## src/tdpa_pkg.sv

```systemverilog
// shared types and command codes for the thumb data-processing alu
`timescale 1ns / 1ps
package tdpa_pkg;

    localparam int REG_COUNT = 8;
    localparam int CMD_W  = 5;
    localparam int IMM_W  = 8;
    localparam int REG_W  = $clog2(REG_COUNT);
    localparam int DATA_W = 32;

    // shift by immediate
    localparam logic [CMD_W-1:0] CMD_LSL_IMM  = 5'd0;
    localparam logic [CMD_W-1:0] CMD_LSR_IMM  = 5'd1;
    localparam logic [CMD_W-1:0] CMD_ASR_IMM  = 5'd2;
    // three-bit add / subtract
    localparam logic [CMD_W-1:0] CMD_ADD_REG  = 5'd3;
    localparam logic [CMD_W-1:0] CMD_SUB_REG  = 5'd4;
    localparam logic [CMD_W-1:0] CMD_ADD_IMM3 = 5'd5;
    localparam logic [CMD_W-1:0] CMD_SUB_IMM3 = 5'd6;
    // 8-bit immediate forms
    localparam logic [CMD_W-1:0] CMD_MOV_IMM8 = 5'd7;
    localparam logic [CMD_W-1:0] CMD_CMP_IMM8 = 5'd8;
    localparam logic [CMD_W-1:0] CMD_ADD_IMM8 = 5'd9;
    localparam logic [CMD_W-1:0] CMD_SUB_IMM8 = 5'd10;
    // register alu operations
    localparam logic [CMD_W-1:0] CMD_AND      = 5'd11;
    localparam logic [CMD_W-1:0] CMD_EOR      = 5'd12;
    localparam logic [CMD_W-1:0] CMD_LSL      = 5'd13;
    localparam logic [CMD_W-1:0] CMD_LSR      = 5'd14;
    localparam logic [CMD_W-1:0] CMD_ASR      = 5'd15;
    localparam logic [CMD_W-1:0] CMD_ADC      = 5'd16;
    localparam logic [CMD_W-1:0] CMD_SBC      = 5'd17;
    localparam logic [CMD_W-1:0] CMD_ROR      = 5'd18;
    localparam logic [CMD_W-1:0] CMD_TST      = 5'd19;
    localparam logic [CMD_W-1:0] CMD_NEG      = 5'd20;
    localparam logic [CMD_W-1:0] CMD_CMP      = 5'd21;
    localparam logic [CMD_W-1:0] CMD_CMN      = 5'd22;
    localparam logic [CMD_W-1:0] CMD_ORR      = 5'd23;
    localparam logic [CMD_W-1:0] CMD_MUL      = 5'd24;
    localparam logic [CMD_W-1:0] CMD_BIC      = 5'd25;
    localparam logic [CMD_W-1:0] CMD_MVN      = 5'd26;

    typedef struct packed {
        logic n;
        logic z;
        logic c;
        logic v;
    } t_flags;

    typedef struct packed {
        logic              we;
        logic [DATA_W-1:0] result;
        t_flags            flags;
    } t_alu_res;

endpackage

```

## src/tdpa_alu.sv

```systemverilog
// combinational execute logic: adder, barrel shifter, logic ops, multiplier, flags
`timescale 1ns / 1ps
module tdpa_alu (
    input  logic [tdpa_pkg::CMD_W-1:0]  i_command,
    input  logic [tdpa_pkg::DATA_W-1:0] i_op_a,
    input  logic [tdpa_pkg::DATA_W-1:0] i_op_b,
    input  logic [tdpa_pkg::IMM_W-1:0]  i_immediate,
    input  tdpa_pkg::t_flags            i_flags,
    output tdpa_pkg::t_alu_res          o_res
);
    import tdpa_pkg::*;

    localparam logic [1:0] SH_LSL = 2'd0;
    localparam logic [1:0] SH_LSR = 2'd1;
    localparam logic [1:0] SH_ASR = 2'd2;
    localparam logic [1:0] SH_ROR = 2'd3;

    // returns {carry, result}
    function automatic logic [DATA_W:0] barrel(input logic [1:0] kind,
                                               input logic [DATA_W-1:0] val,
                                               input logic [7:0] amt,
                                               input logic cin);
        logic [DATA_W:0]   t;
        logic [2*DATA_W-1:0] rot;
        logic [DATA_W-1:0] r;
        logic              c;
        r = val;
        c = cin;
        t = '0;
        rot = '0;
        if (amt != 8'd0) begin
            case (kind)
                SH_LSL: begin
                    if (amt < 8'd32) begin
                        t = {1'b0, val} << amt[4:0];
                        r = t[DATA_W-1:0];
                        c = t[DATA_W];
                    end else begin
                        r = '0;
                        c = (amt == 8'd32) ? val[0] : 1'b0;
                    end
                end
                SH_LSR: begin
                    if (amt < 8'd32) begin
                        t = {val, 1'b0} >> amt[4:0];
                        r = t[DATA_W:1];
                        c = t[0];
                    end else begin
                        r = '0;
                        c = (amt == 8'd32) ? val[DATA_W-1] : 1'b0;
                    end
                end
                SH_ASR: begin
                    if (amt < 8'd32) begin
                        t = $unsigned($signed({val, 1'b0}) >>> amt[4:0]);
                        r = t[DATA_W:1];
                        c = t[0];
                    end else begin
                        r = {DATA_W{val[DATA_W-1]}};
                        c = val[DATA_W-1];
                    end
                end
                default: begin
                    rot = {val, val} >> amt[4:0];
                    r = rot[DATA_W-1:0];
                    c = r[DATA_W-1];
                end
            endcase
        end
        return {c, r};
    endfunction

    // returns {carry, overflow, result}
    function automatic logic [DATA_W+1:0] add_cv(input logic [DATA_W-1:0] a,
                                                 input logic [DATA_W-1:0] b,
                                                 input logic cin);
        logic [DATA_W:0] sum;
        logic            v;
        sum = {1'b0, a} + {1'b0, b} + {{DATA_W{1'b0}}, cin};
        v = ~(a[DATA_W-1] ^ b[DATA_W-1]) & (a[DATA_W-1] ^ sum[DATA_W-1]);
        return {sum[DATA_W], v, sum[DATA_W-1:0]};
    endfunction

    logic [DATA_W-1:0] imm_ext;
    logic [DATA_W-1:0] imm3_ext;
    logic [DATA_W-1:0] op2;
    logic [7:0]        shift_amt;
    logic [DATA_W:0]   sh;
    logic [DATA_W+1:0] ad;
    logic [DATA_W-1:0] prod;
    logic [DATA_W-1:0] res;
    logic              c;
    logic              v;
    logic              we;
    logic              set_nz;

    assign imm_ext  = {{(DATA_W-IMM_W){1'b0}}, i_immediate};
    assign imm3_ext = {{(DATA_W-3){1'b0}}, i_immediate[2:0]};
    assign op2      = (i_command == CMD_ADD_REG || i_command == CMD_SUB_REG) ? i_op_a : imm3_ext;
    // only the low word of the product is kept
    assign prod     = i_op_a * i_op_b;

    always_comb begin
        res       = '0;
        c         = i_flags.c;
        v         = i_flags.v;
        we        = 1'b1;
        set_nz    = 1'b1;
        sh        = '0;
        ad        = '0;
        shift_amt = {3'b000, i_immediate[4:0]};
        case (i_command)
            CMD_LSL_IMM, CMD_LSR_IMM, CMD_ASR_IMM: begin
                // a zero count on the right shifts means 32
                if (i_command != CMD_LSL_IMM && i_immediate[4:0] == 5'd0) begin
                    shift_amt = 8'd32;
                end
                sh  = barrel(i_command[1:0], i_op_b, shift_amt, i_flags.c);
                res = sh[DATA_W-1:0];
                c   = sh[DATA_W];
            end
            CMD_ADD_REG, CMD_ADD_IMM3: begin
                ad = add_cv(i_op_b, op2, 1'b0);
                {c, v, res} = ad;
            end
            CMD_SUB_REG, CMD_SUB_IMM3: begin
                ad = add_cv(i_op_b, ~op2, 1'b1);
                {c, v, res} = ad;
            end
            CMD_MOV_IMM8: res = imm_ext;
            CMD_CMP_IMM8: begin
                ad = add_cv(i_op_a, ~imm_ext, 1'b1);
                {c, v, res} = ad;
                we = 1'b0;
            end
            CMD_ADD_IMM8: begin
                ad = add_cv(i_op_a, imm_ext, 1'b0);
                {c, v, res} = ad;
            end
            CMD_SUB_IMM8: begin
                ad = add_cv(i_op_a, ~imm_ext, 1'b1);
                {c, v, res} = ad;
            end
            CMD_AND: res = i_op_a & i_op_b;
            CMD_EOR: res = i_op_a ^ i_op_b;
            CMD_LSL, CMD_LSR, CMD_ASR, CMD_ROR: begin
                // register shifts take the low byte of the source
                case (i_command)
                    CMD_LSL: sh = barrel(SH_LSL, i_op_a, i_op_b[7:0], i_flags.c);
                    CMD_LSR: sh = barrel(SH_LSR, i_op_a, i_op_b[7:0], i_flags.c);
                    CMD_ASR: sh = barrel(SH_ASR, i_op_a, i_op_b[7:0], i_flags.c);
                    default: sh = barrel(SH_ROR, i_op_a, i_op_b[7:0], i_flags.c);
                endcase
                res = sh[DATA_W-1:0];
                c   = sh[DATA_W];
            end
            CMD_ADC: begin
                ad = add_cv(i_op_a, i_op_b, i_flags.c);
                {c, v, res} = ad;
            end
            CMD_SBC: begin
                ad = add_cv(i_op_a, ~i_op_b, i_flags.c);
                {c, v, res} = ad;
            end
            CMD_TST: begin
                res = i_op_a & i_op_b;
                we  = 1'b0;
            end
            CMD_NEG: begin
                ad = add_cv('0, ~i_op_b, 1'b1);
                {c, v, res} = ad;
            end
            CMD_CMP: begin
                ad = add_cv(i_op_a, ~i_op_b, 1'b1);
                {c, v, res} = ad;
                we = 1'b0;
            end
            CMD_CMN: begin
                ad = add_cv(i_op_a, i_op_b, 1'b0);
                {c, v, res} = ad;
                we = 1'b0;
            end
            CMD_ORR: res = i_op_a | i_op_b;
            CMD_MUL: res = prod;
            CMD_BIC: res = i_op_a & ~i_op_b;
            CMD_MVN: res = ~i_op_b;
            default: begin
                // unused codes change nothing
                we     = 1'b0;
                set_nz = 1'b0;
            end
        endcase
    end

    always_comb begin
        o_res.we     = we;
        o_res.result = res;
        o_res.flags  = i_flags;
        if (set_nz) begin
            o_res.flags.n = res[DATA_W-1];
            o_res.flags.z = (res == '0);
            o_res.flags.c = c;
            o_res.flags.v = v;
        end
    end

endmodule

```

## src/thumb_data_processing_alu_core.sv

```systemverilog
// top level: input register, register file with forwarding, alu, result register
`timescale 1ns / 1ps
// o_valid rises once an instruction has gone through the execute register into the result
//   register; the result transfer then completes at a clock edge where i_stall is low
// throughput: one instruction per cycle unless stalled; combinational alu (32x32 multiplier)
// operands are read from the register file when the instruction is taken, with the
//   result of the instruction ahead of it forwarded in, so dependent instructions flow
// reset (i_rst_n low, synchronous): both stages empty, all registers and NZCV read as zero
module thumb_data_processing_alu_core (
    input  logic                         i_clk,
    input  logic                         i_rst_n,
    // instruction channel
    input  logic                         i_valid,
    output logic                         o_stall,
    input  logic [tdpa_pkg::CMD_W-1:0]   i_command,
    input  logic [tdpa_pkg::REG_W-1:0]   i_dest_reg,
    input  logic [tdpa_pkg::REG_W-1:0]   i_src_reg,
    input  logic [tdpa_pkg::REG_W-1:0]   i_second_reg,
    input  logic [tdpa_pkg::IMM_W-1:0]   i_immediate,
    // result channel
    output logic                         o_valid,
    input  logic                         i_stall,
    output logic                         o_write_enable,
    output logic [tdpa_pkg::REG_W-1:0]   o_write_reg,
    output logic [tdpa_pkg::DATA_W-1:0]  o_result_value,
    output logic                         o_flag_n,
    output logic                         o_flag_z,
    output logic                         o_flag_c,
    output logic                         o_flag_v
);
    import tdpa_pkg::*;

    localparam int IDX_W = $clog2(REG_COUNT);

    // register file: one write port, two registered read ports, per-entry valid bits
    logic [DATA_W-1:0] r_regs [REG_COUNT];
    logic [REG_COUNT-1:0] r_reg_ok;

    // execute stage (operands already read)
    logic              r_in_valid;
    logic [CMD_W-1:0]  r_in_cmd;
    logic [REG_W-1:0]  r_in_dest;
    logic [IMM_W-1:0]  r_in_imm;
    logic [DATA_W-1:0] r_op_a;
    logic [DATA_W-1:0] r_op_b;

    // architectural flags
    t_flags            r_flags;

    // result stage
    logic              r_out_valid;
    logic              r_out_we;
    logic [REG_W-1:0]  r_out_reg;
    logic [DATA_W-1:0] r_out_value;
    t_flags            r_out_flags;

    t_alu_res          alu_res;
    logic              advance;      // execute stage moves into the result register
    logic              in_xfer;
    logic              retire;       // a real instruction leaves the execute stage
    logic [IDX_W-1:0]  addr_a;
    logic [IDX_W-1:0]  addr_b;
    logic [IDX_W-1:0]  wr_addr;
    logic              fwd_a;
    logic              fwd_b;

    // result register frees up when empty or when its transfer completes
    assign advance = !r_out_valid || !i_stall;
    assign o_stall = r_in_valid && !advance;
    assign in_xfer = i_valid && !o_stall;
    assign retire  = r_in_valid && advance;

    // port a reads Rm for register add/subtract and Rd otherwise; port b reads Rs
    assign addr_a  = (i_command inside {CMD_ADD_REG, CMD_SUB_REG}) ?
                     i_second_reg[IDX_W-1:0] : i_dest_reg[IDX_W-1:0];
    assign addr_b  = i_src_reg[IDX_W-1:0];
    assign wr_addr = r_in_dest[IDX_W-1:0];

    // the instruction in execute writes back at the same edge the new one reads
    assign fwd_a = retire && alu_res.we && (wr_addr == addr_a);
    assign fwd_b = retire && alu_res.we && (wr_addr == addr_b);

    tdpa_alu u_alu (
        .i_command   (r_in_cmd),
        .i_op_a      (r_op_a),
        .i_op_b      (r_op_b),
        .i_immediate (r_in_imm),
        .i_flags     (r_flags),
        .o_res       (alu_res)
    );

    // register file storage and read ports
    always_ff @(posedge i_clk) begin
        if (retire && alu_res.we) begin
            r_regs[wr_addr] <= alu_res.result;
        end
        if (in_xfer) begin
            if (fwd_a) begin
                r_op_a <= alu_res.result;
            end else if (r_reg_ok[addr_a]) begin
                r_op_a <= r_regs[addr_a];
            end else begin
                r_op_a <= '0;
            end
            if (fwd_b) begin
                r_op_b <= alu_res.result;
            end else if (r_reg_ok[addr_b]) begin
                r_op_b <= r_regs[addr_b];
            end else begin
                r_op_b <= '0;
            end
        end
    end

    // control state
    always_ff @(posedge i_clk) begin
        if (!i_rst_n) begin
            r_reg_ok    <= '0;
            r_in_valid  <= 1'b0;
            r_out_valid <= 1'b0;
            r_flags     <= '0;
        end else begin
            if (in_xfer) begin
                r_in_valid <= 1'b1;
            end else if (advance) begin
                r_in_valid <= 1'b0;
            end
            if (advance) begin
                r_out_valid <= r_in_valid;
            end
            if (retire) begin
                r_flags <= alu_res.flags;
                if (alu_res.we) begin
                    r_reg_ok[wr_addr] <= 1'b1;
                end
            end
        end
    end

    // payload registers
    always_ff @(posedge i_clk) begin
        if (in_xfer) begin
            r_in_cmd  <= i_command;
            r_in_dest <= i_dest_reg;
            r_in_imm  <= i_immediate;
        end
        if (retire) begin
            r_out_we    <= alu_res.we;
            r_out_reg   <= r_in_dest;
            r_out_value <= alu_res.result;
            r_out_flags <= alu_res.flags;
        end
    end

    assign o_valid        = r_out_valid;
    assign o_write_enable = r_out_we;
    assign o_write_reg    = r_out_reg;
    assign o_result_value = r_out_value;
    assign o_flag_n       = r_out_flags.n;
    assign o_flag_z       = r_out_flags.z;
    assign o_flag_c       = r_out_flags.c;
    assign o_flag_v       = r_out_flags.v;

endmodule

```

## config.mk

```make
export PLATFORM = sky130hd
export DESIGN_NAME = thumb_data_processing_alu_core
export DESIGN_NICKNAME = d
export VERILOG_FILES = /design/src/tdpa_pkg.sv /design/src/tdpa_alu.sv /design/src/thumb_data_processing_alu_core.sv
export SDC_FILE = /design/constraint.sdc
export NUM_CORES = 2
export LEC_CHECK = 0
export BUFFER_PORTS_ARGS = -buffer_cell sky130_fd_sc_hd__buf_2
export CORE_MARGIN = 2
export CORE_UTILIZATION = 40
export CTS_BUF_LIST = sky130_fd_sc_hd__clkbuf_8
export DETAILED_ROUTE_END_ITERATION = 7
export HOLD_SLACK_MARGIN = 0.02
export PLACE_DENSITY = 0.55
export SYNTH_ARGS = -nofsm -noshare
export SYNTH_HDL_FRONTEND = slang
export SYNTH_SLANG_ARGS = --single-unit
```

## constraint.sdc

```tcl
create_clock -name i_clk -period 10.33 [get_ports i_clk]
set_input_delay 2.066 -clock i_clk [delete_from_list [all_inputs] [get_ports i_clk]]
set_output_delay 2.066 -clock i_clk [all_outputs]
set_load 0.005 [all_outputs]
```

==> reports/metrics.yaml <==
detailed_routing:
  wire_per_inst_um: 41.88
  via_per_inst: 7.049
  first_iter_violations: 9033
  drc_errors: 0
  wirelength_um: 372100
  via_count: 62630
  antenna_left: 0
  drtPass1Iterations: 7
grt:
  grtUsageTotal: 0.4778
  grt_use_met2: 0.6755
  first_global_vias: 59770
  grt-ovfl-total: 0
  met3_usage: 0.1765
  grt_util_met1: 0.5949
  grt_pass1_wl_um: 504400
  grt_max_degree: 112
  antenna_found_initial: 46
  grt-busiest-layer: "met2"
die:
  initial_core_util: 0.4020
  row_count: 142
  dieWidth_um: 391.5
  die_area_um2: 153300
  coreArea_um2: 149400
  die_h_um: 391.5
  pin_count: 68
clock_tree:
  clkTransAtPathRegs_ns: 0.07
  cts_buffers: 71
  cts_sinks: 390
  cts_root_buf: "clkbuf_8"
  clkLatencyLatePin_ns: 0.87
  clk_path_buf_depth: 3
  ctsHtreeMaxLevel: 3
  cts_tree: "done"
finish:
  nets: 7539
  area_delta_synth_final_pct: 9.776
  regMostFlops: "r_regs"
  largest_reg_flops: 256
  fin_util: 0.4413
  drive_above_1_share: 0.1599
yosys:
  synth_edf_count: 376
  synth_ff_type: "edfxtp_1"
  ys.warnings.count: 0
  seq_area_frac_synth: 0.1926
  synth_nets: 7499
  postSynthCellCount: 6750
  ys_types: 127
  yosysMostFrequentCell: "nor2_1"
  ys_ff_latch: 390
  synth_top_area_frac: 0.1880
  synthesis.area_um2: 60060
  synthTopCellsByArea: "edfxtp_1 19%, fa_1 14%, mux4_2 8.8%, ha_1 6.4%, nor2_1 4.3%"
  avgSynthCellArea_um2: 8.898
  async_flop_share: 0
  synth_commonest_cells: "687 x nor2_1, 604 x nand2_1, 568 x inv_1"
  yosysTopAreaCell: "edfxtp_1"
sta:
  grt_setup_unrepaired: "false"
  finalSetupViolations: 0
  min_period_ns: 10.23
  fin_crit_sh: 0.9906
  worst_pin_slew_ns: 1.632
  hold_violations: 0
  setup_slack_ns: 0.09713
  fin_skew_ns: 0.1415
  whs_ns: 0.4631
  fin_tns_setup_ns: 0
  max_freq_ghz: 0.09772
  slew_viol_final: 11
  maxSlewHeadroom: -0.09953
worst_setup_path:
  crit_slowest_cell: "a2111oi_4"
  critPathLaunchType: "register"
  critical_path_required_ns: 11.01
  end_kind: "register"
  cpPeakStageDelay_ns: 0.74
  path_class: "register to register"
  crit_fanout: 12
  crit_top_cell: "fa_1"
  arrival_ns: 10.91
power_and_ir_drop:
  power_density_nw_per_um2: 188.8
  ir_drop_mv: 0.3291
  leakage_nw: 25.88
run_status:
  violations: "max-capacitance violations, max-slew violations"
  status: "complete, but fails checks"
worst_hold_path:
  hp-class: "register to register"
placement:
  pre_cts_ws_ns: -0.1405
  place_congestion: 1.142
  dpl.hpwl_um: 286100
  io_buffers: 67
job:
  cap_violations: 7
==> metal layers <==
layer	wire length, µm	vias to the layer above
met5	374	-
met4	33360	32
met3	50330	1367
met2	151100	5057
met1	137000	31370
li1	-	24810
==> layout make-up <==
class                           count  area [µm²]
Fill cell                       14890       83490
Tap cell                         2016        2522
Clock inverter                     58       523.0
Timing Repair Buffer              496        3647
Inverter                          598        2260
Sequential cell                   390       11570
Clock buffer                       71       977.2
Antenna cell                       24       60.06
Multi-Input combinational cell   5233       44380
==> worst max-delay path: cells and delay by family (launching register included) <==
family	cells	cell delay [ns]
adders and majority gates	9	3.90
DFF	1	0.48
and+or+nand+nor	9	2.41
AOI/OAI and AO/OA	7	2.32
buffers and inverters	5	0.94
==> worst paths after layout <==
kind,from,end,slack [ns],cells after the start
setup / recovery,r_op_b[5],r_flags[2],0.1,30
hold / removal,r_flags[2],r_flags[2],0.46,2
setup reg to reg,r_op_b[5],r_flags[2],0.1,30
hold reg to reg,r_flags[2],r_flags[2],0.46,2
==> cells in the final DEF, fill, tap and decap left out, types with 32 or more instances in the layout <==
cell / n
buf_4: 421
buf_2: 66
o21ai_0: 272
nor4_1: 72
inv_1: 574
nor3_1: 129
a21oi_1: 282
mux2i_1: 201
nand4_1: 98
clkinv_1: 34
and2_1: 53
o211ai_1: 81
o221ai_1: 40
fa_1: 414
o22ai_1: 119
a21o_1: 50
and3_1: 45
or4_1: 32
nor2_1: 679
a221oi_1: 44
xor2_1: 41
mux2_2: 80
edfxtp_1: 376
a31oi_1: 74
mux4_2: 236
a22oi_1: 37
nand2_1: 602
xnor2_1: 199
nand3_1: 132
o21a_1: 39
a211oi_1: 67
clkbuf_8: 72
ha_1: 308
or3_1: 38
nor2b_1: 52
nand2b_1: 45
o31ai_1: 45
==> metrics by stage <==
stage | area (µm²) | total power (W) | cells
floorplan | 60060 | 0.006670 | 6750
finish | 65940 | 0.01245 | 8886
global route | 65890 | 0.01274 | 8867
detailed placement | 64210 | 0.01017 | 8725
global placement | 64200 | 0.01019 | 8725
CTS | 65720 | 0.01191 | 8854
==> power breakdown <==
group / switching (W) / internal, W
Combinational: 0.00589 / 0.00295
Clock: 0.000806 / 0.000841
Sequential: 0.0000694 / 0.00189
Total: 0.00676 / 0.00568
==> cells by family after synthesis <==
group | share of synthesized area
muxes | 0.1380
xor gates and xnor gates | 0.03527
AOI/OAI and AO/OA | 0.1845
adders and majority gates | 0.2024
DFF | 0.1926
and+or+nand+nor | 0.1733
buffers and inverters | 0.07387
==> what timing repair did <==
action | 4_1_cts | 5_1_grt
hold buffers | 0 | 0
setup buffers | 0 | 5
pin swaps | 0 | 1
endpoints found under the hold margin | 0 | 0
setup endpoints to repair | 2 | 13
resized for setup | 4 | 14
(Power assumes the default switching activity.)
